$ cat config.mk
export PLATFORM = sky130hd
export DESIGN_NAME = block_intensity_detail_transfer
export DESIGN_NICKNAME = d
export VERILOG_FILES = /design/src/bidt_pkg.sv /design/src/bidt_ram.sv /design/src/bidt_div.sv /design/src/block_intensity_detail_transfer.sv
export VERILOG_INCLUDE_DIRS = /design/src /design/src/src
export SDC_FILE = /design/constraint.sdc
export NUM_CORES = 2
export LEC_CHECK = 0
export BUFFER_PORTS_ARGS = -buffer_cell sky130_fd_sc_hd__buf_2
export CORE_MARGIN = 5
export CORE_UTILIZATION = 54
export DETAILED_ROUTE_END_ITERATION = 7
export PLACE_DENSITY = 0.71
export SYNTH_ARGS = -nofsm -noshare
export SYNTH_HDL_FRONTEND = slang
export SYNTH_HIERARCHICAL = 1
export SYNTH_SLANG_ARGS = --single-unit
$ cat constraint.sdc
create_clock -name clk_i -period 9.05 [get_ports clk_i]
set_input_delay 1.81 -clock clk_i [delete_from_list [all_inputs] [get_ports clk_i]]
set_output_delay 1.81 -clock clk_i [all_outputs]
set_load 0.02 [all_outputs]
$ cat src/block_intensity_detail_transfer_assert.svh
// ----------------------------------------------------------------------------
// block intensity detail transfer assertion macros
// concurrent checks, compiled out for synthesis
// ----------------------------------------------------------------------------
`ifndef BLOCK_INTENSITY_DETAIL_TRANSFER_ASSERT_SVH
`define BLOCK_INTENSITY_DETAIL_TRANSFER_ASSERT_SVH

`ifndef SYNTHESIS

// check that is switched off while reset is asserted
`define BIDT_ASSERT(lbl, clk, rstn, prop, msg) \
  lbl: assert property (@(posedge clk) disable iff (!rstn) prop) else $error(msg);

// check that also holds while reset is asserted
`define BIDT_ASSERT_NR(lbl, clk, prop, msg) \
  lbl: assert property (@(posedge clk) prop) else $error(msg);

`else

`define BIDT_ASSERT(lbl, clk, rstn, prop, msg)
`define BIDT_ASSERT_NR(lbl, clk, prop, msg)

`endif

`endif

$ cat src/bidt_pkg.sv
// ----------------------------------------------------------------------------
// bidt_pkg
// shared widths, constants and types of the block intensity detail transfer
// ----------------------------------------------------------------------------
package bidt_pkg;

  localparam int PIX_W         = 16;  // pixel field width
  localparam int SENS_W        = 16;  // sensitivity register width
  localparam int RATIO_CFG_W   = 4;   // ratio register width
  localparam int CFG_IDX_W     = 2;   // configuration index width
  localparam int CFG_DATA_W    = 16;  // configuration data width
  localparam int MAX_RATIO_DEF = 8;
  localparam int PIXEL_BITS    = 16;

  // saturation value of an output pixel
  localparam logic [PIX_W-1:0] PIX_MAX =
    (PIXEL_BITS >= PIX_W) ? {PIX_W{1'b1}} : PIX_W'((1 << PIXEL_BITS) - 1);

  typedef enum logic [CFG_IDX_W-1:0] {
    REG_RATIO_W = 2'd0,
    REG_RATIO_H = 2'd1,
    REG_SENS    = 2'd2
  } cfg_reg_e;

  // divider status toward the sequencer
  typedef struct packed {
    logic busy;
    logic done;
    logic ovf;
  } div_stat_t;

endpackage

$ cat src/bidt_ram.sv
// ----------------------------------------------------------------------------
// bidt_ram
// simple dual port ram, one write and one registered read port
// ----------------------------------------------------------------------------
module bidt_ram #(
  parameter int WIDTH = 16,
  parameter int DEPTH = 64
) (
  input  logic                                  clk_i,
  input  logic                                  we_i,
  input  logic [((DEPTH > 1) ? $clog2(DEPTH) : 1)-1:0] waddr_i,
  input  logic [WIDTH-1:0]                      wdata_i,
  input  logic                                  re_i,
  input  logic [((DEPTH > 1) ? $clog2(DEPTH) : 1)-1:0] raddr_i,
  output logic [WIDTH-1:0]                      rdata_o
);

  logic [WIDTH-1:0] mem_q [DEPTH];
  logic [WIDTH-1:0] rdata_q;

  always_ff @(posedge clk_i) begin
    if (we_i) begin
      mem_q[waddr_i] <= wdata_i;
    end
    if (re_i) begin
      rdata_q <= mem_q[raddr_i];
    end
  end

  assign rdata_o = rdata_q;

endmodule

$ cat src/bidt_div.sv
// ----------------------------------------------------------------------------
// bidt_div
// shift-subtract divider with rounding-free pixel-width quotient and
// overflow detection in its first step
// ----------------------------------------------------------------------------
`include "block_intensity_detail_transfer_assert.svh"

module bidt_div #(
  parameter int N_W = 57,
  parameter int D_W = 39
) (
  input  logic                    clk_i,
  input  logic                    rst_ni,
  input  logic                    start_i,
  input  logic [N_W-1:0]          num_i,
  input  logic [D_W-1:0]          den_i,
  output bidt_pkg::div_stat_t     stat_o,
  output logic [bidt_pkg::PIX_W-1:0] quo_o
);

  import bidt_pkg::*;

  localparam int CW = $clog2(PIX_W + 1);

  logic          busy_q, busy_d;
  logic          done_q, done_d;
  logic [CW-1:0] cnt_q, cnt_d;
  logic [N_W-1:0] rem_q, rem_d;
  logic [N_W-1:0] dsh_q, dsh_d;
  logic [PIX_W-1:0] quo_q, quo_d;
  logic          ovf_q, ovf_d;
  logic          ge;

  assign ge = (rem_q >= dsh_q);

  always_comb begin
    busy_d = busy_q;
    done_d = 1'b0;
    cnt_d  = cnt_q;
    rem_d  = rem_q;
    dsh_d  = dsh_q;
    quo_d  = quo_q;
    ovf_d  = ovf_q;
    if (start_i) begin
      busy_d = 1'b1;
      cnt_d  = '0;
      rem_d  = num_i;
      dsh_d  = N_W'(den_i) << PIX_W;
      ovf_d  = 1'b0;
    end else if (busy_q) begin
      if (cnt_q == '0) begin
        // quotient would not fit the pixel width
        if (ge) begin
          ovf_d  = 1'b1;
          busy_d = 1'b0;
          done_d = 1'b1;
        end else begin
          dsh_d = dsh_q >> 1;
          cnt_d = cnt_q + CW'(1);
        end
      end else begin
        if (ge) begin
          rem_d = rem_q - dsh_q;
        end
        quo_d = {quo_q[PIX_W-2:0], ge};
        dsh_d = dsh_q >> 1;
        cnt_d = cnt_q + CW'(1);
        if (cnt_q == CW'(PIX_W)) begin
          busy_d = 1'b0;
          done_d = 1'b1;
        end
      end
    end
  end

  always_ff @(posedge clk_i or negedge rst_ni) begin
    if (!rst_ni) begin
      busy_q <= 1'b0;
      done_q <= 1'b0;
      cnt_q  <= '0;
    end else begin
      busy_q <= busy_d;
      done_q <= done_d;
      cnt_q  <= cnt_d;
    end
  end

  always_ff @(posedge clk_i) begin
    rem_q <= rem_d;
    dsh_q <= dsh_d;
    quo_q <= quo_d;
    ovf_q <= ovf_d;
  end

  assign stat_o.busy = busy_q;
  assign stat_o.done = done_q;
  assign stat_o.ovf  = ovf_q;
  assign quo_o       = quo_q;

  `BIDT_ASSERT(a_div_start_idle, clk_i, rst_ni, start_i |-> !busy_q, "divider started while busy")
  `BIDT_ASSERT(a_div_done_idle, clk_i, rst_ni, done_q |-> !busy_q, "divider done while busy")
  `BIDT_ASSERT_NR(a_div_cnt_range, clk_i, busy_q |-> (cnt_q <= CW'(PIX_W)), "divider step overrun")

endmodule

$ cat src/block_intensity_detail_transfer.sv
// ----------------------------------------------------------------------------
// block_intensity_detail_transfer
// buffers one high-res block, then emits low*(1+256*(high-mean)/(mean*sens))
// per pixel, rounded, clamped at zero and saturated
// ----------------------------------------------------------------------------
// loading: one input transfer per cycle, no result until the last pixel is in
// emitting: each output pixel waits for the 17-step divider; the divider is
//   skipped when the block sum is zero (low passes through) or the value clamps to zero
// input is stalled while a block is emitted; the last result may wait in the
//   output register while the next block loads
// reset: async active low, clears fill count, sum and ratios (2, 2, sens 256)
`include "block_intensity_detail_transfer_assert.svh"

module block_intensity_detail_transfer #(
  parameter int MAX_RATIO = bidt_pkg::MAX_RATIO_DEF
) (
  input  logic                            clk_i,
  input  logic                            rst_ni,
  // input stream
  input  logic                            s_axis_tvalid,
  output logic                            s_axis_tready,
  input  logic [2*bidt_pkg::PIX_W-1:0]    s_axis_tdata,  // high_pixel, low_pixel
  // output stream
  output logic                            m_axis_tvalid,
  input  logic                            m_axis_tready,
  output logic [bidt_pkg::PIX_W-1:0]      m_axis_tdata,  // out_pixel
  output logic                            m_axis_tlast,  // last_of_block
  // configuration writes
  input  logic                            cfg_valid_i,
  output logic                            cfg_ready_o,
  input  logic [bidt_pkg::CFG_IDX_W-1:0]  cfg_index_i,
  input  logic [bidt_pkg::CFG_DATA_W-1:0] cfg_data_i
);

  import bidt_pkg::*;

  localparam int BUF_DEPTH = MAX_RATIO * MAX_RATIO;
  localparam int ADDR_W    = (BUF_DEPTH > 1) ? $clog2(BUF_DEPTH) : 1;
  localparam int CNT_W     = $clog2(BUF_DEPTH + 1);
  localparam int RATIO_W   = $clog2(MAX_RATIO + 1);
  localparam int SUM_W     = PIX_W + CNT_W;
  localparam int DEN_W     = SUM_W + SENS_W;
  localparam int INNER_W   = DEN_W + 2;
  localparam int NUM_W     = PIX_W + INNER_W - 1;
  localparam int N_W       = NUM_W + 2;
  localparam int D_W       = DEN_W + 1;

  typedef enum logic [7:0] {
    ST_LOAD  = 8'b0000_0001,
    ST_RD    = 8'b0000_0010,
    ST_MUL   = 8'b0000_0100,
    ST_INNER = 8'b0000_1000,
    ST_NUM   = 8'b0001_0000,
    ST_START = 8'b0010_0000,
    ST_DIVW  = 8'b0100_0000,
    ST_OUT   = 8'b1000_0000
  } state_e;

  state_e state_q, state_d;

  logic [RATIO_CFG_W-1:0] ratio_w_q, ratio_w_d;
  logic [RATIO_CFG_W-1:0] ratio_h_q, ratio_h_d;
  logic [SENS_W-1:0]      sens_q, sens_d;
  logic [CNT_W-1:0]       fill_q, fill_d;
  logic [SUM_W-1:0]       sum_q, sum_d;
  logic [CNT_W-1:0]       k_q, k_d;
  logic                   m_valid_q, m_valid_d;

  logic [PIX_W-1:0]          low_q, low_d;
  logic [SUM_W-1:0]          hn_q, hn_d;
  logic [DEN_W-1:0]          den_q, den_d;
  logic signed [INNER_W-1:0] inner_q, inner_d;
  logic [NUM_W-1:0]          num_q, num_d;
  logic [PIX_W-1:0]          res_q, res_d;
  logic [PIX_W-1:0]          out_pix_q, out_pix_d;
  logic                      out_last_q, out_last_d;

  logic [PIX_W-1:0]          high_pix, low_pix;
  logic [RATIO_W-1:0]        rw_eff, rh_eff;
  logic [2*RATIO_W-1:0]      len_full;
  logic [CNT_W-1:0]          blk_len, fill_inc;
  logic                      in_go, blk_end, out_go, is_last;
  logic [SENS_W-1:0]         sens_eff;
  logic signed [INNER_W-1:0] diff_ext;
  logic                      inner_pos;
  logic [PIX_W-1:0]          ram_rdata;
  logic                      div_start;
  logic [N_W-1:0]            div_num;
  logic [D_W-1:0]            div_den;
  div_stat_t                 div_st;
  logic [PIX_W-1:0]          div_quo;

  assign high_pix = s_axis_tdata[PIX_W-1:0];
  assign low_pix  = s_axis_tdata[2*PIX_W-1:PIX_W];

  // ratio of zero acts as one, above MAX_RATIO as MAX_RATIO
  always_comb begin
    if (ratio_w_q == '0) begin
      rw_eff = RATIO_W'(1);
    end else if (int'(ratio_w_q) > MAX_RATIO) begin
      rw_eff = RATIO_W'(MAX_RATIO);
    end else begin
      rw_eff = RATIO_W'(ratio_w_q);
    end
    if (ratio_h_q == '0) begin
      rh_eff = RATIO_W'(1);
    end else if (int'(ratio_h_q) > MAX_RATIO) begin
      rh_eff = RATIO_W'(MAX_RATIO);
    end else begin
      rh_eff = RATIO_W'(ratio_h_q);
    end
  end

  assign len_full = (2*RATIO_W)'(rw_eff) * (2*RATIO_W)'(rh_eff);
  assign blk_len  = CNT_W'(len_full);
  assign fill_inc = fill_q + CNT_W'(1);
  assign blk_end  = (fill_inc >= blk_len) || (fill_inc == CNT_W'(BUF_DEPTH));

  assign s_axis_tready = (state_q == ST_LOAD);
  assign in_go         = s_axis_tvalid && s_axis_tready;
  assign cfg_ready_o   = 1'b1;

  assign sens_eff  = (sens_q == '0) ? SENS_W'(1) : sens_q;
  assign diff_ext  = INNER_W'($signed({1'b0, hn_q}) - $signed({1'b0, sum_q}));
  assign inner_pos = !inner_q[INNER_W-1] && (inner_q != '0);
  assign is_last   = ((k_q + CNT_W'(1)) == fill_q);
  assign out_go    = (state_q == ST_OUT) && (!m_valid_q || m_axis_tready);

  // rounded quotient: (2*num + den) / (2*den)
  assign div_start = (state_q == ST_START);
  assign div_num   = (N_W'(num_q) << 1) + N_W'(den_q);
  assign div_den   = D_W'(den_q) << 1;

  always_comb begin
    state_d    = state_q;
    ratio_w_d  = ratio_w_q;
    ratio_h_d  = ratio_h_q;
    sens_d     = sens_q;
    fill_d     = fill_q;
    sum_d      = sum_q;
    k_d        = k_q;
    m_valid_d  = m_valid_q;
    low_d      = low_q;
    hn_d       = hn_q;
    den_d      = den_q;
    inner_d    = inner_q;
    num_d      = num_q;
    res_d      = res_q;
    out_pix_d  = out_pix_q;
    out_last_d = out_last_q;

    if (cfg_valid_i) begin
      case (cfg_index_i)
        REG_RATIO_W: ratio_w_d = cfg_data_i[RATIO_CFG_W-1:0];
        REG_RATIO_H: ratio_h_d = cfg_data_i[RATIO_CFG_W-1:0];
        REG_SENS:    sens_d    = cfg_data_i[SENS_W-1:0];
        default: ;
      endcase
    end

    if (m_axis_tready) begin
      m_valid_d = 1'b0;
    end

    case (state_q)
      ST_LOAD: begin
        if (in_go) begin
          sum_d  = sum_q + SUM_W'(high_pix);
          fill_d = fill_inc;
          if (blk_end) begin
            low_d   = low_pix;
            k_d     = '0;
            state_d = ST_RD;
          end
        end
      end
      ST_RD: begin
        state_d = ST_MUL;
      end
      ST_MUL: begin
        hn_d    = SUM_W'(ram_rdata) * SUM_W'(fill_q);
        den_d   = DEN_W'(sum_q) * DEN_W'(sens_eff);
        state_d = ST_INNER;
      end
      ST_INNER: begin
        inner_d = $signed({2'b00, den_q}) + (diff_ext <<< 8);
        state_d = ST_NUM;
      end
      ST_NUM: begin
        num_d = NUM_W'(low_q) * NUM_W'(inner_q[INNER_W-2:0]);
        if (sum_q == '0) begin
          res_d   = (low_q > PIX_MAX) ? PIX_MAX : low_q;
          state_d = ST_OUT;
        end else if (!inner_pos) begin
          res_d   = '0;
          state_d = ST_OUT;
        end else begin
          state_d = ST_START;
        end
      end
      ST_START: begin
        state_d = ST_DIVW;
      end
      ST_DIVW: begin
        if (div_st.done) begin
          res_d   = (div_st.ovf || (div_quo > PIX_MAX)) ? PIX_MAX : div_quo;
          state_d = ST_OUT;
        end
      end
      ST_OUT: begin
        if (out_go) begin
          m_valid_d  = 1'b1;
          out_pix_d  = res_q;
          out_last_d = is_last;
          if (is_last) begin
            fill_d  = '0;
            sum_d   = '0;
            state_d = ST_LOAD;
          end else begin
            k_d     = k_q + CNT_W'(1);
            state_d = ST_RD;
          end
        end
      end
      default: begin
        state_d = ST_LOAD;
      end
    endcase
  end

  always_ff @(posedge clk_i or negedge rst_ni) begin
    if (!rst_ni) begin
      state_q   <= ST_LOAD;
      ratio_w_q <= RATIO_CFG_W'(2);
      ratio_h_q <= RATIO_CFG_W'(2);
      sens_q    <= SENS_W'(256);
      fill_q    <= '0;
      sum_q     <= '0;
      k_q       <= '0;
      m_valid_q <= 1'b0;
    end else begin
      state_q   <= state_d;
      ratio_w_q <= ratio_w_d;
      ratio_h_q <= ratio_h_d;
      sens_q    <= sens_d;
      fill_q    <= fill_d;
      sum_q     <= sum_d;
      k_q       <= k_d;
      m_valid_q <= m_valid_d;
    end
  end

  always_ff @(posedge clk_i) begin
    low_q      <= low_d;
    hn_q       <= hn_d;
    den_q      <= den_d;
    inner_q    <= inner_d;
    num_q      <= num_d;
    res_q      <= res_d;
    out_pix_q  <= out_pix_d;
    out_last_q <= out_last_d;
  end

  bidt_ram #(
    .WIDTH (PIX_W),
    .DEPTH (BUF_DEPTH)
  ) u_buf (
    .clk_i   (clk_i),
    .we_i    (in_go),
    .waddr_i (fill_q[ADDR_W-1:0]),
    .wdata_i (high_pix),
    .re_i    (state_q == ST_RD),
    .raddr_i (k_q[ADDR_W-1:0]),
    .rdata_o (ram_rdata)
  );

  bidt_div #(
    .N_W (N_W),
    .D_W (D_W)
  ) u_div (
    .clk_i   (clk_i),
    .rst_ni  (rst_ni),
    .start_i (div_start),
    .num_i   (div_num),
    .den_i   (div_den),
    .stat_o  (div_st),
    .quo_o   (div_quo)
  );

  assign m_axis_tvalid = m_valid_q;
  assign m_axis_tdata  = out_pix_q;
  assign m_axis_tlast  = out_last_q;

  `BIDT_ASSERT(a_empty_sum, clk_i, rst_ni, (fill_q == '0) |-> (sum_q == '0), "sum without pixels")
  `BIDT_ASSERT(a_fill_room, clk_i, rst_ni, s_axis_tready |-> (fill_q < CNT_W'(BUF_DEPTH)), "buffer full while loading")
  `BIDT_ASSERT(a_emit_index, clk_i, rst_ni, (state_q != ST_LOAD) |-> (k_q < fill_q), "emit index past fill")
  `BIDT_ASSERT(a_div_done_wait, clk_i, rst_ni, div_st.done |-> (state_q == ST_DIVW), "divider result unexpected")
  `BIDT_ASSERT(a_block_close, clk_i, rst_ni, (out_go && is_last) |=> ((state_q == ST_LOAD) && (fill_q == '0)), "block not closed")

endmodule

==> summary.md <==
| Metric | Value |
|---|---|
| Status | finished, final reports clean |
| Finish-stage setup viols | 0 |
| Hold_buf cts | 0 |
| Die Ht | 441 um |
| Vias in the first global route | 67.8k |
| Worst slew pin tran | between 1000 and 1500 ps |
| CTS tree | built |
| WL/cell | 24.3 um |
| Worst R2R Setup Slack | 1300 ps |
| Avg Cell Area, Syn | 12.0 um^2 |
| Fin nets | 9735 |
| Final cell count without fillers | between 10k and 15k |
| Hold path start | res_q[6]$_DFFE_PP_ |
| Antenna Nets Post-Route | 0 |
| Fin Clk Skew | 107 ps |
| Final Hold Viols | 0 |
| CTS Root Cell | clkbuf_16 |
| Final Slew Violations | 0 |
| Post-Syn Area | 0.100 mm^2 |
| # rows | about 160 |
| R2R Path Start | low_q[2]$_DFFE_PP_ |
| Period Utilization, post-route | 85.7% |
| Final GP Congestion | 0.949 |
| Syn_nets | 9760 |
| Via count | 65.1k |
| Die Width | 441 um |
| Crit path max fanout | 28 |
| Congestion Overflow GR | 0 |
| DPL Wire Length | about 190 mm |
| Hold WC Path Type | reg2reg |
| Die area | 0.194 mm^2 |
| Clk slew on worst S/H paths | roughly 70 ps |
| Maximum clock insertion buffer count | 3 |
| Core area | 0.185 mm^2 |
| Initial DRC Count | 6061 |
| Count of cells resized by post-cts repair | 0 |
| CP Data Arrival Time | roughly 8300 ps |
| GRT Util Overall | 27.7% |
| Syn-to-layout area delta | 7.97% |
| Hold path endpoint | m_axis_tdata[6]$_DFFE_PP_ |
| Setup_tns | 0 ps |
| Drt first pass iters | 6 |
| Port Buffers | 73 |
| Worst setup SP type | flip-flop |
| CTS H-tree lvls | 4 |
| RSZ-0062 raised after global routing | no |
| Drt total wl | 265 mm |
| Hold depth | 0 |
| Slew HR | a little under an eighth |
| First-pass GRT wire length | slightly above 400 mm |
| # DRC | 0 |
| Clk sinks | 1456 |
| Share of cells above drive strength 1 | 9.90% |
| # IOs | 75 |
| Post CTS Setup Buffer Count | 0 |
| Minimum clock period | roughly 7800 ps |
| DR vias/cell | approximately 6 |
| Clk_lat worst skew | 840 ps |
| Fmax | approximately 130 MHz |
| Syn. warnings | 6 |
| Critical R2R Capture | num_q[52]$_DFFE_PP_ |
| MaxCap Viol Count | 0 |
| Synthesized instance count | 8339 |
| CTS buffer count | approximately 150 |
| Reg2Reg Depth | 22 |
| Endpoint class of the critical path | flip-flop |
| Cells after DPL | 10.6k |
| Pin count of the biggest net entering global routing | 145 |
| Starting Density | between 50% and 60% |
| Filler cells | 14.7k |
| WS Path Type | reg2reg |
| Worst Setup SP | low_q[2]$_DFFE_PP_ |
| WP data required | 9630 ps |
| Initial antenna violation count | 3 |
==> layer usage <==
metal / vias to the layer above / share of wire [%] / track usage, %
met5: - / 0 / 0
met1: 33247 / 39 / 35.9
met3: 617 / 7.2 / 4.32
li1: 28527 / - / -
met4: 0 / 5.9 / 14.1
met2: 2731 / 48 / 45.5
==> registers in the layout, summed over array words and instances, names as in the netlist, 8 cells and up <==
| name | flops |
|---|---|
| den_q | 39 |
| hn_q | 23 |
| inner_q | 41 |
| low_q | 16 |
| m_axis_tdata | 16 |
| num_q | 56 |
| res_q | 16 |
| sens_q | 16 |
| state_q | 8 |
| sum_q | 23 |
| u_buf/mem_q | 1024 |
| u_buf/rdata_o | 16 |
| u_div/dsh_q | 56 |
| u_div/quo_o | 16 |
| u_div/rem_q | 58 |
==> critical path, stage by stage, from the launching register on <==
cell	delay (ps)
edfxtp_1	1110
buf_4	390
nand2_1	110
fa_1	560
inv_1	60
fa_1	530
inv_1	50
fa_1	490
fa_1	520
fa_1	500
inv_1	50
fa_1	440
ha_1	410
nand2_1	120
nor2_1	120
o211ai_1	90
o41ai_1	450
and3b_1	260
nor2_1	340
a21oi_1	210
o21ai_1	270
nor4_1	70
a311o_1	310
==> worst max-delay path by stage <==
stage / slack [ps] / to / cells after the start
after floorplan: 2550 / num_q[52]$_DFFE_PP_ / 25
after global routing: 880 / num_q[52]$_DFFE_PP_ / 22
after CTS: 1360 / num_q[52]$_DFFE_PP_ / 22
after global placement: 1530 / num_q[52]$_DFFE_PP_ / 22
after detailed placement: 1390 / num_q[52]$_DFFE_PP_ / 22
final: 1300 / num_q[52]$_DFFE_PP_ / 22
==> final cells by class <==
type	count	area, um^2	area share, %
Inverter	1038	3900	3.61
Clock inverter	99	1160	1.07
Sequential cell	1456	43200	39.9
Tap cell	2480	3100	2.87
Timing Repair Buffer	220	1510	1.40
Antenna cell	2	5.00	0.00463
Multi-Input combinational cell	5444	51200	47.4
Clock buffer	186	4040	3.73
==> layout by cell type, fill, tap and decap left out, types with 39 or more instances in the layout <==
| cell | n |
|---|---|
| nand3_1 | 118 |
| mux4_2 | 220 |
| a21oi_1 | 286 |
| mux2i_1 | 102 |
| nor2_1 | 269 |
| o21a_1 | 44 |
| a22oi_1 | 43 |
| xnor2_1 | 180 |
| o21ai_0 | 249 |
| buf_2 | 72 |
| mux2_2 | 54 |
| inv_1 | 1036 |
| nand2_1 | 1126 |
| clkbuf_16 | 155 |
| fa_1 | 900 |
| edfxtp_1 | 1362 |
| dfrtp_1 | 69 |
| xor2_1 | 99 |
| nand2b_1 | 42 |
| nor2b_1 | 57 |
| nor3_1 | 57 |
| o21bai_1 | 39 |
| buf_4 | 145 |
| a211oi_1 | 42 |
| ha_1 | 466 |
| nand4_1 | 65 |
| a21o_1 | 117 |
| and2_1 | 418 |
==> through the flow <==
stage	setup WS [ps]	hold WS, ps	util [%]	cell area (um^2)
2_1_floorplan	2550	398	-	100000
3_3_place_gp	1530	411	55.7	103000
3_5_place_dp	1390	407	55.7	103000
4_1_cts	1360	418	58.5	108000
5_1_grt	878	428	58.5	108000
6_report	1300	416	58.5	108000
Power is left out: the tool's default activity adds up to more than one toggle a clock period on the data nets, which glitch-free logic cannot reach.
